## src/mmul_pkg.sv

```systemverilog
// mmul_pkg: sizes, widths and shared types for the 4x4 fixed-point matrix multiplier
// no dependencies; used by mmul_cell, mmul_ctrl and matrix_multiply_4x4
`timescale 1ns / 1ps

package mmul_pkg;

  // matrix geometry and number format
  localparam int DIM       = 4;
  localparam int FRAC_BITS = 16;
  localparam int CELLS     = DIM * DIM;

  // datapath widths
  localparam int DATA_W    = 32;
  localparam int PROD_W    = 2 * DATA_W;
  localparam int SUM_W     = PROD_W + $clog2(DIM);
  localparam int ROW_W     = (DIM > 1) ? $clog2(DIM) : 1;
  localparam int IDX_W     = $clog2(CELLS);
  localparam int OUT_IDX_W = 4;

  // operand write bus from the load side into every cell
  typedef struct packed {
    logic                     we;
    logic [ROW_W-1:0]         row;
    logic [ROW_W-1:0]         col;
    logic signed [DATA_W-1:0] left;
    logic signed [DATA_W-1:0] right;
  } wr_t;

  // product element token that walks down the cell chain
  typedef struct packed {
    logic             vld;
    logic [ROW_W-1:0] row;
    logic [ROW_W-1:0] col;
    logic [IDX_W-1:0] idx;
  } tok_t;

endpackage

```

## src/mmul_cell.sv

```systemverilog
// mmul_cell: one multiply-accumulate cell of the chain, holds column k of A and row k of B
// depends on mmul_pkg
`timescale 1ns / 1ps

module mmul_cell (
  input  logic                               clk,
  input  logic                               rst_n,
  input  logic [mmul_pkg::ROW_W-1:0]         cell_id,
  input  logic                               adv,
  input  mmul_pkg::wr_t                      wr,
  input  mmul_pkg::tok_t                     tok_in,
  input  logic signed [mmul_pkg::SUM_W-1:0]  sum_in,
  output mmul_pkg::tok_t                     tok_out,
  output logic signed [mmul_pkg::SUM_W-1:0]  sum_out
);

  // local operand stores: a_mem[row] = A(row, k), b_mem[col] = B(k, col)
  logic signed [mmul_pkg::DATA_W-1:0] a_mem [mmul_pkg::DIM];
  logic signed [mmul_pkg::DATA_W-1:0] b_mem [mmul_pkg::DIM];

  mmul_pkg::tok_t                     tok_r;
  logic signed [mmul_pkg::PROD_W-1:0] prod_r;
  logic signed [mmul_pkg::SUM_W-1:0]  psum_r;

  // operand writes during loading
  always_ff @(posedge clk) begin
    if (wr.we && (wr.col == cell_id)) begin
      a_mem[wr.row] <= wr.left;
    end
    if (wr.we && (wr.row == cell_id)) begin
      b_mem[wr.col] <= wr.right;
    end
  end

  // token register
  always_ff @(posedge clk) begin
    if (!rst_n) begin
      tok_r <= '0;
    end else if (adv) begin
      tok_r <= tok_in;
    end
  end

  // product and incoming partial sum
  always_ff @(posedge clk) begin
    if (adv) begin
      prod_r <= mmul_pkg::PROD_W'(a_mem[tok_in.row]) * mmul_pkg::PROD_W'(b_mem[tok_in.col]);
      psum_r <= sum_in;
    end
  end

  // hand accumulated sum to the next cell
  assign sum_out = psum_r + mmul_pkg::SUM_W'(prod_r);
  assign tok_out = tok_r;

endmodule

```

## config.mk

```make
export PLATFORM = sky130hd
export DESIGN_NAME = mmul_cell
export DESIGN_NICKNAME = d
export VERILOG_FILES = /design/src/mmul_pkg.sv /design/src/mmul_cell.sv
export SDC_FILE = /design/constraint.sdc
export NUM_CORES = 2
export LEC_CHECK = 0
export ABC_AREA = 1
export BUFFER_PORTS_ARGS = -buffer_cell sky130_fd_sc_hd__buf_2
export CORE_ASPECT_RATIO = 1.2
export CORE_MARGIN = 5
export CORE_UTILIZATION = 46
export DETAILED_ROUTE_END_ITERATION = 10
export PLACE_DENSITY = 0.71
export SETUP_SLACK_MARGIN = 0.02
export SYNTH_ARGS = -nofsm -noshare
export SYNTH_HDL_FRONTEND = slang
export SYNTH_SLANG_ARGS = --single-unit
export TNS_END_PERCENT = 50
```

## constraint.sdc

```tcl
create_clock -name clk -period 10.7 [get_ports clk]
set_input_delay 2.14 -clock clk [delete_from_list [all_inputs] [get_ports clk]]
set_output_delay 2.14 -clock clk [all_outputs]
set_load 0.01 [all_outputs]
```

==> impl_metrics.yaml <==
setup_path:
  r2r_slack_ns: 2.32
  crit_arrival_ns: 10.51
  startpoint_type: "primary input"
  crit_path_max_fanout: 26
  endpoint_kind: "flop"
  crit_type: "in -> reg"
  worstPathRequired_ns: 11.04
drt:
  drt-met1-wl_mm: 66.6
  drt_iter0_drc: 3504
  vias: 44837
  avgViaCountPerCell: 5.39
  ant_nets: 0
  wl_per_cell_um: 22.8
  drc: 0
  routed.top_layer: "met5"
  dr_wl_met3_mm: 14.8
  drt_wl_total_mm: 190
  dr.pass1.iters: 9
  dr_wl_met2_mm: 90.4
global_route:
  grt_pass1_vias: 48418
  grt_pass1_wl_mm: 289
  grt_overflow: 0
  grt_max_degree: 76
  grt.total_usage_pct: 29.1
  antenna_found_initial: 4
clock_tree:
  path_clk_slew_ns: 0.07
  hold_buffers: 0
  cts_max_level: 2
  clkSinkCount: 395
  cts_tree: "done"
  cts_root_buffer: "clkbuf_16"
  cts_buffers: 42
  cts.path.max_buffers: 3
  cts_setup_buffers: 0
  cts-resized-gates: 0
  clk_latency_ns: 0.66
sta:
  skew_ns: 0.0537
  max_slew_margin_pct: 26.1
  hold_viol: 0
  setup-violations-final: 0
  rsz0062_at_grt: "false"
  fin_hold_ws_ns: 0.495
  slew_viol_final: 0
  fmax_mhz: 98.4
  finalCriticalPeriod_ns: 10.17
  fin_crit_sh_pct: 95.0
  worst_slew_pin_slew_ns: 1.11
  fin_setup_tns_ns: 0
hold_path:
  hold_path_class: "reg -> reg"
final_layout:
  fin_nets: 8126
  drive_above_1_share_pct: 8.43
  syn2layout_area_growth_pct: 8.32
  instances_no_fill: 8325
  fin_area_um2: 61900
  fill_cells: 11561
yosys:
  synth_top_area_share_pct: 38.0
  post-synth-top-count-cell: "nand2_1"
  syn-cell-area_um2: 57100
  yosysTopAreaCell: "fa_1"
  ys_top_cells_by_area: "fa_1, edfxtp_1, nand2_1"
  synth_seq_area_share_pct: 20.6
  ys_ff_latch: 395
  synth-async-reset-ratio_pct: 0
  synthTopCellsByCount: "nand2_1, inv_1, fa_1"
  synth_edf_count: 386
  synthFlopType: "edfxtp_1"
  synthDistinctLibCells: 39
  synth.net_count: 7905
  postSynthAreaPerCell_um2: 8.89
  ys_warn_count: 0
  syn_inst: 6424
place:
  gp_congestion: 1.01
  placed_cell_area_um2: 60300
  dpl.cell_count: 8245
  port_buffers: 223
  dp_hpwl_mm: 157
floorplanning:
  initial_utilization_pct: 46.3
  io_pins: 224
  placementRows: 141
  design.die.area_um2: 131000
  fp.dieH_um: 396
  core_area_um2: 123000
  die_width_um: 332
run_status:
  status: "completed"
job:
  maxCapViolations: 0
[area by class of cell]
class	instances	area, µm²	area share (%)
clock inverter	30	379	0.613
tap	1644	2060	3.33
sequential	395	11800	19.0
antenna	2	5.00	0.00809
inverter	1464	5500	8.89
timing repair buffer	367	2390	3.87
multi-input combinational	4375	38600	62.4
clock buffer	48	1140	1.84
[worst max-delay path, stage by stage]
cell	delay, ns
buf_2	0.13
inv_2	0.29
buf_4	0.27
nand2_1	0.13
a32oi_4	0.50
inv_2	0.40
nor2_1	0.27
fa_1	0.45
inv_1	0.09
fa_1	0.46
fa_1	0.55
inv_1	0.05
fa_1	0.48
fa_1	0.60
fa_1	0.46
fa_1	0.60
fa_1	0.45
ha_1	0.45
nand2_1	0.18
nor2_1	0.19
inv_1	0.09
nor3_2	0.32
nand2_1	0.13
inv_1	0.20
o21ai_0	0.29
nand4_1	0.16
nand2_1	0.14
[kinds of logic (layout without fill, tap and decap cells)]
group,count (synthesis),count (layout),share of synthesized area (%)
simple gates,2550,2550,17.4
buf+inv,1654,1909,11.9
fa+ha+maj,1332,1332,43.4
compound gates,423,423,5.60
flops,395,395,20.6
xor+xnor,70,70,1.07
other cells,0,2,0
[path summary, 6_finish.rpt]
kind                                              start                       to  cells after the start
worst max register to register   a_mem[1][30]$_DFFE_PP_     prod_r[47]$_DFFE_PP_                     24
worst min-delay path            tok_out[1]$_SDFFE_PN0P_  tok_out[1]$_SDFFE_PN0P_                      2
worst max-delay path                          tok_in[4]     prod_r[47]$_DFFE_PP_                     27
worst min register to register  tok_out[1]$_SDFFE_PN0P_  tok_out[1]$_SDFFE_PN0P_                      2
[state kept, by name, summed over array words and instances (netlist names)]
signal	flops
prod_r	64
tok_out	9
b_mem	128
psum_r	66
a_mem	128
[routing by layer]
| layer | global-route usage (%) | vias to the layer above |
|---|---|---|
| li1 | - | 19652 |
| met1 | 33.3 | 22191 |
| met2 | 49.4 | 2238 |
| met3 | 5.04 | 750 |
| met4 | 21.1 | 6 |
| met5 | 0 | - |
[per-stage QoR]
stage	utilization (%)	worst slack [ns]
global placement	48.9	0.0767
global route	50.2	0.297
finish	50.2	0.534
detailed placement	48.9	0.0549
floorplan	-	1.17
CTS	50.2	0.683
[cells in the final DEF, fill, tap and decap left out, types with 3 or more instances in the layout]
cell          n
nand2_1    1545
nor2_1      790
clkinv_16     3
nor4_1        7
edfxtp_1    386
nand3_1     133
o21bai_1     32
nand4_1      38
buf_2       222
nor3_1       19
bufinv_16     4
o21ai_0      81
a21oi_1     232
buf_4       129
nor3_2        9
fa_1       1083
buf_12       15
clkinv_4      4
a32oi_1       5
clkbuf_16    45
inv_6         4
inv_4         3
a21o_1        5
a32oi_4      30
clkinv_1      4
clkbuf_1      3
inv_2        49
ha_1        249
xnor2_1       9
xor2_1       61
clkinv_2      7
inv_1      1413
a32oi_2      27
dfxtp_1       9
Power is not shown: default switching activity piles up to over one toggle a cycle in this logic, so the estimate is an artifact.
