## src/mmul_pkg.sv

```systemverilog
// mmul_pkg: sizes, widths and shared types for the 4x4 fixed-point matrix multiplier
// no dependencies; used by mmul_cell, mmul_ctrl and matrix_multiply_4x4
`timescale 1ns / 1ps

package mmul_pkg;

  // matrix geometry and number format
  localparam int DIM       = 4;
  localparam int FRAC_BITS = 16;
  localparam int CELLS     = DIM * DIM;

  // datapath widths
  localparam int DATA_W    = 32;
  localparam int PROD_W    = 2 * DATA_W;
  localparam int SUM_W     = PROD_W + $clog2(DIM);
  localparam int ROW_W     = (DIM > 1) ? $clog2(DIM) : 1;
  localparam int IDX_W     = $clog2(CELLS);
  localparam int OUT_IDX_W = 4;

  // operand write bus from the load side into every cell
  typedef struct packed {
    logic                     we;
    logic [ROW_W-1:0]         row;
    logic [ROW_W-1:0]         col;
    logic signed [DATA_W-1:0] left;
    logic signed [DATA_W-1:0] right;
  } wr_t;

  // product element token that walks down the cell chain
  typedef struct packed {
    logic             vld;
    logic [ROW_W-1:0] row;
    logic [ROW_W-1:0] col;
    logic [IDX_W-1:0] idx;
  } tok_t;

endpackage

```

## src/mmul_ctrl.sv

```systemverilog
// mmul_ctrl: load position counter and product element sequencer
// depends on mmul_pkg
`timescale 1ns / 1ps

module mmul_ctrl (
  input  logic                              clk,
  input  logic                              rst_n,
  input  logic                              in_valid,
  output logic                              in_ready,
  input  logic signed [mmul_pkg::DATA_W-1:0] in_left,
  input  logic signed [mmul_pkg::DATA_W-1:0] in_right,
  input  logic                              adv,
  input  logic                              done,
  output mmul_pkg::wr_t                     wr,
  output mmul_pkg::tok_t                    tok
);

  typedef enum logic [1:0] {
    ST_LOAD,
    ST_EMIT,
    ST_DRAIN
  } state_t;

  localparam logic [mmul_pkg::ROW_W-1:0] LAST_RC = mmul_pkg::ROW_W'(mmul_pkg::DIM - 1);

  state_t                     state_r;
  logic [mmul_pkg::ROW_W-1:0] lrow_r, lcol_r;
  logic [mmul_pkg::ROW_W-1:0] erow_r, ecol_r;
  logic [mmul_pkg::IDX_W-1:0] eidx_r;
  logic                       in_fire;
  logic                       load_last;
  logic                       emit_last;

  assign in_ready  = (state_r == ST_LOAD);
  assign in_fire   = in_valid && in_ready;
  assign load_last = (lrow_r == LAST_RC) && (lcol_r == LAST_RC);
  assign emit_last = (erow_r == LAST_RC) && (ecol_r == LAST_RC);

  // write bus into the cells
  assign wr.we    = in_fire;
  assign wr.row   = lrow_r;
  assign wr.col   = lcol_r;
  assign wr.left  = in_left;
  assign wr.right = in_right;

  // token into the head of the chain
  assign tok.vld = (state_r == ST_EMIT);
  assign tok.row = erow_r;
  assign tok.col = ecol_r;
  assign tok.idx = eidx_r;

  // state, load position and emit position
  always_ff @(posedge clk) begin
    if (!rst_n) begin
      state_r <= ST_LOAD;
      lrow_r  <= '0;
      lcol_r  <= '0;
      erow_r  <= '0;
      ecol_r  <= '0;
      eidx_r  <= '0;
    end else begin
      case (state_r)
        ST_LOAD: begin
          if (in_fire) begin
            if (lrow_r == LAST_RC) begin
              lrow_r <= '0;
              lcol_r <= load_last ? '0 : lcol_r + 1'b1;
            end else begin
              lrow_r <= lrow_r + 1'b1;
            end
            if (load_last) begin
              state_r <= ST_EMIT;
              erow_r  <= '0;
              ecol_r  <= '0;
              eidx_r  <= '0;
            end
          end
        end
        ST_EMIT: begin
          if (adv) begin
            eidx_r <= eidx_r + 1'b1;
            if (erow_r == LAST_RC) begin
              erow_r <= '0;
              ecol_r <= ecol_r + 1'b1;
            end else begin
              erow_r <= erow_r + 1'b1;
            end
            if (emit_last) begin
              state_r <= ST_DRAIN;
            end
          end
        end
        ST_DRAIN: begin
          if (done) begin
            state_r <= ST_LOAD;
          end
        end
        default: begin
          state_r <= ST_LOAD;
        end
      endcase
    end
  end

  // the request that completes a pair starts the sequencer
  a_start: assert property (@(posedge clk) disable iff (!rst_n)
    in_fire && load_last |=> tok.vld && (eidx_r == '0))
    else $error("sequencer did not start after final load request");

  // no loading while products are issued
  a_no_load_emit: assert property (@(posedge clk) disable iff (!rst_n)
    tok.vld |-> !in_ready)
    else $error("load accepted while emitting");

endmodule

```

## config.mk

```make
export PLATFORM = sky130hd
export DESIGN_NAME = mmul_ctrl
export DESIGN_NICKNAME = d
export VERILOG_FILES = /design/src/mmul_pkg.sv /design/src/mmul_ctrl.sv
export SDC_FILE = /design/constraint.sdc
export NUM_CORES = 1
export LEC_CHECK = 0
export BUFFER_PORTS_ARGS = -buffer_cell sky130_fd_sc_hd__buf_2
export CAP_MARGIN = 25
export CORE_MARGIN = 1.5
export CORE_UTILIZATION = 28
export DETAILED_ROUTE_END_ITERATION = 10
export PLACE_DENSITY_LB_ADDON = 0.08
export SKIP_LAST_GASP = 1
export SLEW_MARGIN = 20
export SYNTH_ARGS = -nofsm -noshare
export SYNTH_HDL_FRONTEND = slang
export SYNTH_SLANG_ARGS = --single-unit
```

## constraint.sdc

```tcl
create_clock -name clk -period 1.25 [get_ports clk]
set_input_delay 0.125 -clock clk [delete_from_list [all_inputs] [get_ports clk]]
set_output_delay 0.125 -clock clk [all_outputs]
set_load 0.03 [all_outputs]
```

==> results by group <==
Status
  • Status: complete, no violations

Final layout
  • Most frequent cells in the layout: buf_2, dfxtp_2, buf_4
  • Final antenna diode count: 0
  • Proportion of layout cells with a drive suffix above 1: 50.5%
  • Final core utilization: 25.3%
  • Final Instance Area: 1030 um^2
  • Non-Filler Instances: 155
  • Nets: 180
  • Commonest non-fill, non-tap cell in the layout: buf_2
  • Area growth, synth to finish: -15.0%

Hold path
  • Hold Startpoint: done
  • Hold Path Class: in -> reg
  • Hold Path Sink: state_r[1]
  • Hold Crit Depth: 4

Clock tree
  • Root Buffer: clkbuf_8
  • Clk sinks: 14
  • H-tree depth: 1
  • CTS tree: built
  • Clock transition at path regs: 0.06 ns
  • Cts bufs inserted: 3
  • Max Buffers Root-to-Sink: 2
  • Clock latency on the worst-skew pair: 0.25 ns

Synth
  • Cells after synthesis: 141
  • Mean Syn Cell Area: 8.63 um^2
  • Post-synthesis compound-gate area fraction: 10.2%
  • Cell area after synthesis: 1220 um^2
  • Sequential element share of the synthesized area: 23.0%
  • Largest area contributor in the netlist: buf_4
  • Number of enable flip-flop cells after synthesis: 0
  • Yosys top cell area share: 40.1%
  • Asr flop ratio synth: 0%
  • Post-synthesis cell type count: 34
  • Synth Register Bits: 14
  • Post-Synth Simple-Gate Area: 14.4%
  • Post-synthesis mux area share: 3.29%
  • Mapped Nets: 215
  • Dominant synthesized flop cell: dfxtp_1
  • Area contributors post-synth: buf_4, dfxtp_1, ha_1
  • Syn. warnings: 0
  • Post-Synth Adder-Cell Area: 5.14%
  • Largest family of logic cells by synthesized area: buffers and inverters
  • XOR/XNOR Fraction of Synth Area: 0%

Pwr
  • Logic pwr share: 8.1%
  • PD cells: 955 nW/um^2
  • Leakage: 0.468 nW
  • Sw frac: 22.9%
  • Clock power share: 46.0%
  • Sw power: 0.000226 W
  • Worst VDD drop: 0.000384 V
  • Cell Int Power: 0.000762 W
  • Reg power frac: 45.9%

Worst setup path
  • R2R Setup Slk: 0.04 ns
  • CP top delay family: flip-flops
  • Crit-path max cell delay: 0.37 ns
  • Worst-path cell chain: or2_4 -> inv_1 -> buf_6
  • Worst R2R Start: erow_r[0]
  • Crit path kind: reg -> out
  • Required @ worst endpoint: 1.12 ns
  • Crit path max-delay cell type: dfxtp_4
  • Critical path fanouts, max: 7
  • Worst reg-to-reg path cell count: 3
  • FF-to-FF End: erow_r[0]
  • CP arrival: 1.11 ns
  • Setup crit start kind: flip-flop
  • Worst setup EP type: output pin
  • Crit path buffers/inverters: 2

Routing
  • Total number of vias: 723
  • Iteration-0 DRC count of the detailed router: 22
  • Drt total wl: 2.31 mm
  • Post-DR vias/cell: 4.66
  • Routed len/inst: 14.9 um
  • Routed Antenna Nets: 0
  • Remaining routing DRC violations: 0
  • Drt pass-1 iters: 4

Timing
  • Worst rel slew slack: 86.4%
  • # setup viols final: 0
  • Clk_skew: 0.00718 ns
  • FMAX: 0.812 GHz
  • RSZ-0062 raised after global routing: yes
  • Tmin final: 1.23 ns
  • Setup TNS: 0 ns
  • Least-Margin Pin Slew: 0.201 ns
  • Share of the clock period used by the worst path: 98.5%
  • Fin. Hold Viols: 0
  • Slew Viols, Final: 0
  • Worst Slack Setup Final: 0.0188 ns

Floorplan
  • Die ar.: 4750 um^2
  • Die X: 68.9 um
  • Top Ports: 148
  • FP Rows: 23
  • Starting Density: 29.8%
  • Core area: 4090 um^2
  • Die Span Y: 68.9 um

Placed design
  • Dpl cells: 148
  • Hpwl dp: 1.75 mm
  • Placer Congestion: 0.678
  • Placed Instance Area: 917 um^2
  • IO buf count: 19
  • DP Worst Slack: -0.00561 ns

GRT
  • Initial antenna violation count: 0
  • First-pass GRT wire length: 3.65 mm
  • Largest net degree at the start of global routing: 12
  • Vias in the first global route: 734
  • Gr ovfl total: 0
  • Overall Global Routing Usage: 10.7%

Flow run
  • Maxcap violations: 0
[sequential cells by signal, summed over array words and instances (netlist names)]
| name | cells |
|---|---|
| erow_r | 2 |
| eidx_r | 4 |
| lcol_r | 2 |
| lrow_r | 2 |
| state_r | 2 |
| ecol_r | 2 |
[repair_timing]
action	4_1_cts	5_1_grt
resized for setup	12	2
hold buffers	0	0
pin swaps	1	0
setup endpoints to repair	4	8
setup buffers	3	0
[how the worst max path moves through the flow]
stage	startpoint	to	slack (ns)	cells after the start
6_report	state_r[1]	in_ready	0.02	3
3_5_place_dp	lrow_r[1]	erow_r[0]	-0.006	4
2_1_floorplan	lrow_r[0]	lcol_r[0]	0.006	4
4_1_cts	state_r[1]	in_ready	0.002	3
3_3_place_gp	state_r[0]	erow_r[0]	0.007	3
5_1_grt	state_r[1]	lrow_r[1]	-0.03	5
[cells in the mapped netlist, types with 2 or more instances]
cell,n
buf_4,65
o21ai_0,2
buf_6,2
o2111ai_1,2
ha_1,5
inv_1,4
a21oi_1,6
nand2_1,5
nor2_1,7
dfxtp_1,14
o211ai_1,2
mux2i_1,4
nand3_1,2
[metrics by stage]
step | total power (W) | hold WS, ns
finish | 0.000987 | 0.131
floorplan | 0.000896 | 0.256
global placement | 0.000543 | 0.250
global route | 0.00105 | 0.141
detailed placement | 0.000544 | 0.250
CTS | 0.00101 | 0.118
[power groups by stage]
stage / clock (W) / sequential, W / combinational (W)
4_1_cts: 0.000476 / 0.000453 / 0.0000813
3_3_place_gp: 0 / 0.000467 / 0.0000764
2_1_floorplan: 0 / 0.000482 / 0.000415
5_1_grt: 0.000508 / 0.000454 / 0.0000898
6_report: 0.000454 / 0.000453 / 0.0000800
3_5_place_dp: 0 / 0.000468 / 0.0000758
[cell type report]
type                    count  area (um^2)
fillers                   455         3050
multi-input cells          54          409
flip-flops and latches     14          299
repair buffers             29          193
well taps                  50         62.6
clock buffers               4         55.1
inverters                   4         15.0
[kinds of logic after synthesis]
group | count (synthesis)
buffers and inverters | 73
AND/OR/NAND/NOR | 26
AO/OA/AOI/OAI | 19
flip-flops | 14
adder cells (fa/ha/maj) | 5
multiplexers | 4
[metal layers]
layer / track usage [%] / routed length, um / vias to the layer above
met3: 7.31 / 292 / 20
met2: 14.5 / 896 / 52
met1: 11.9 / 1030 / 312
met4: 6.86 / 91 / 0
met5: 0 / 0 / -
li1: - / - / 339
[worst reg2reg max path: cells and delay by family, from the launching register on]
family	cells	cell delay [ns]
simple gates	1	0.50
flops	1	0.33
fa+ha+maj	1	0.23
compound gates	1	0.08
(Power assumes the default switching activity.)
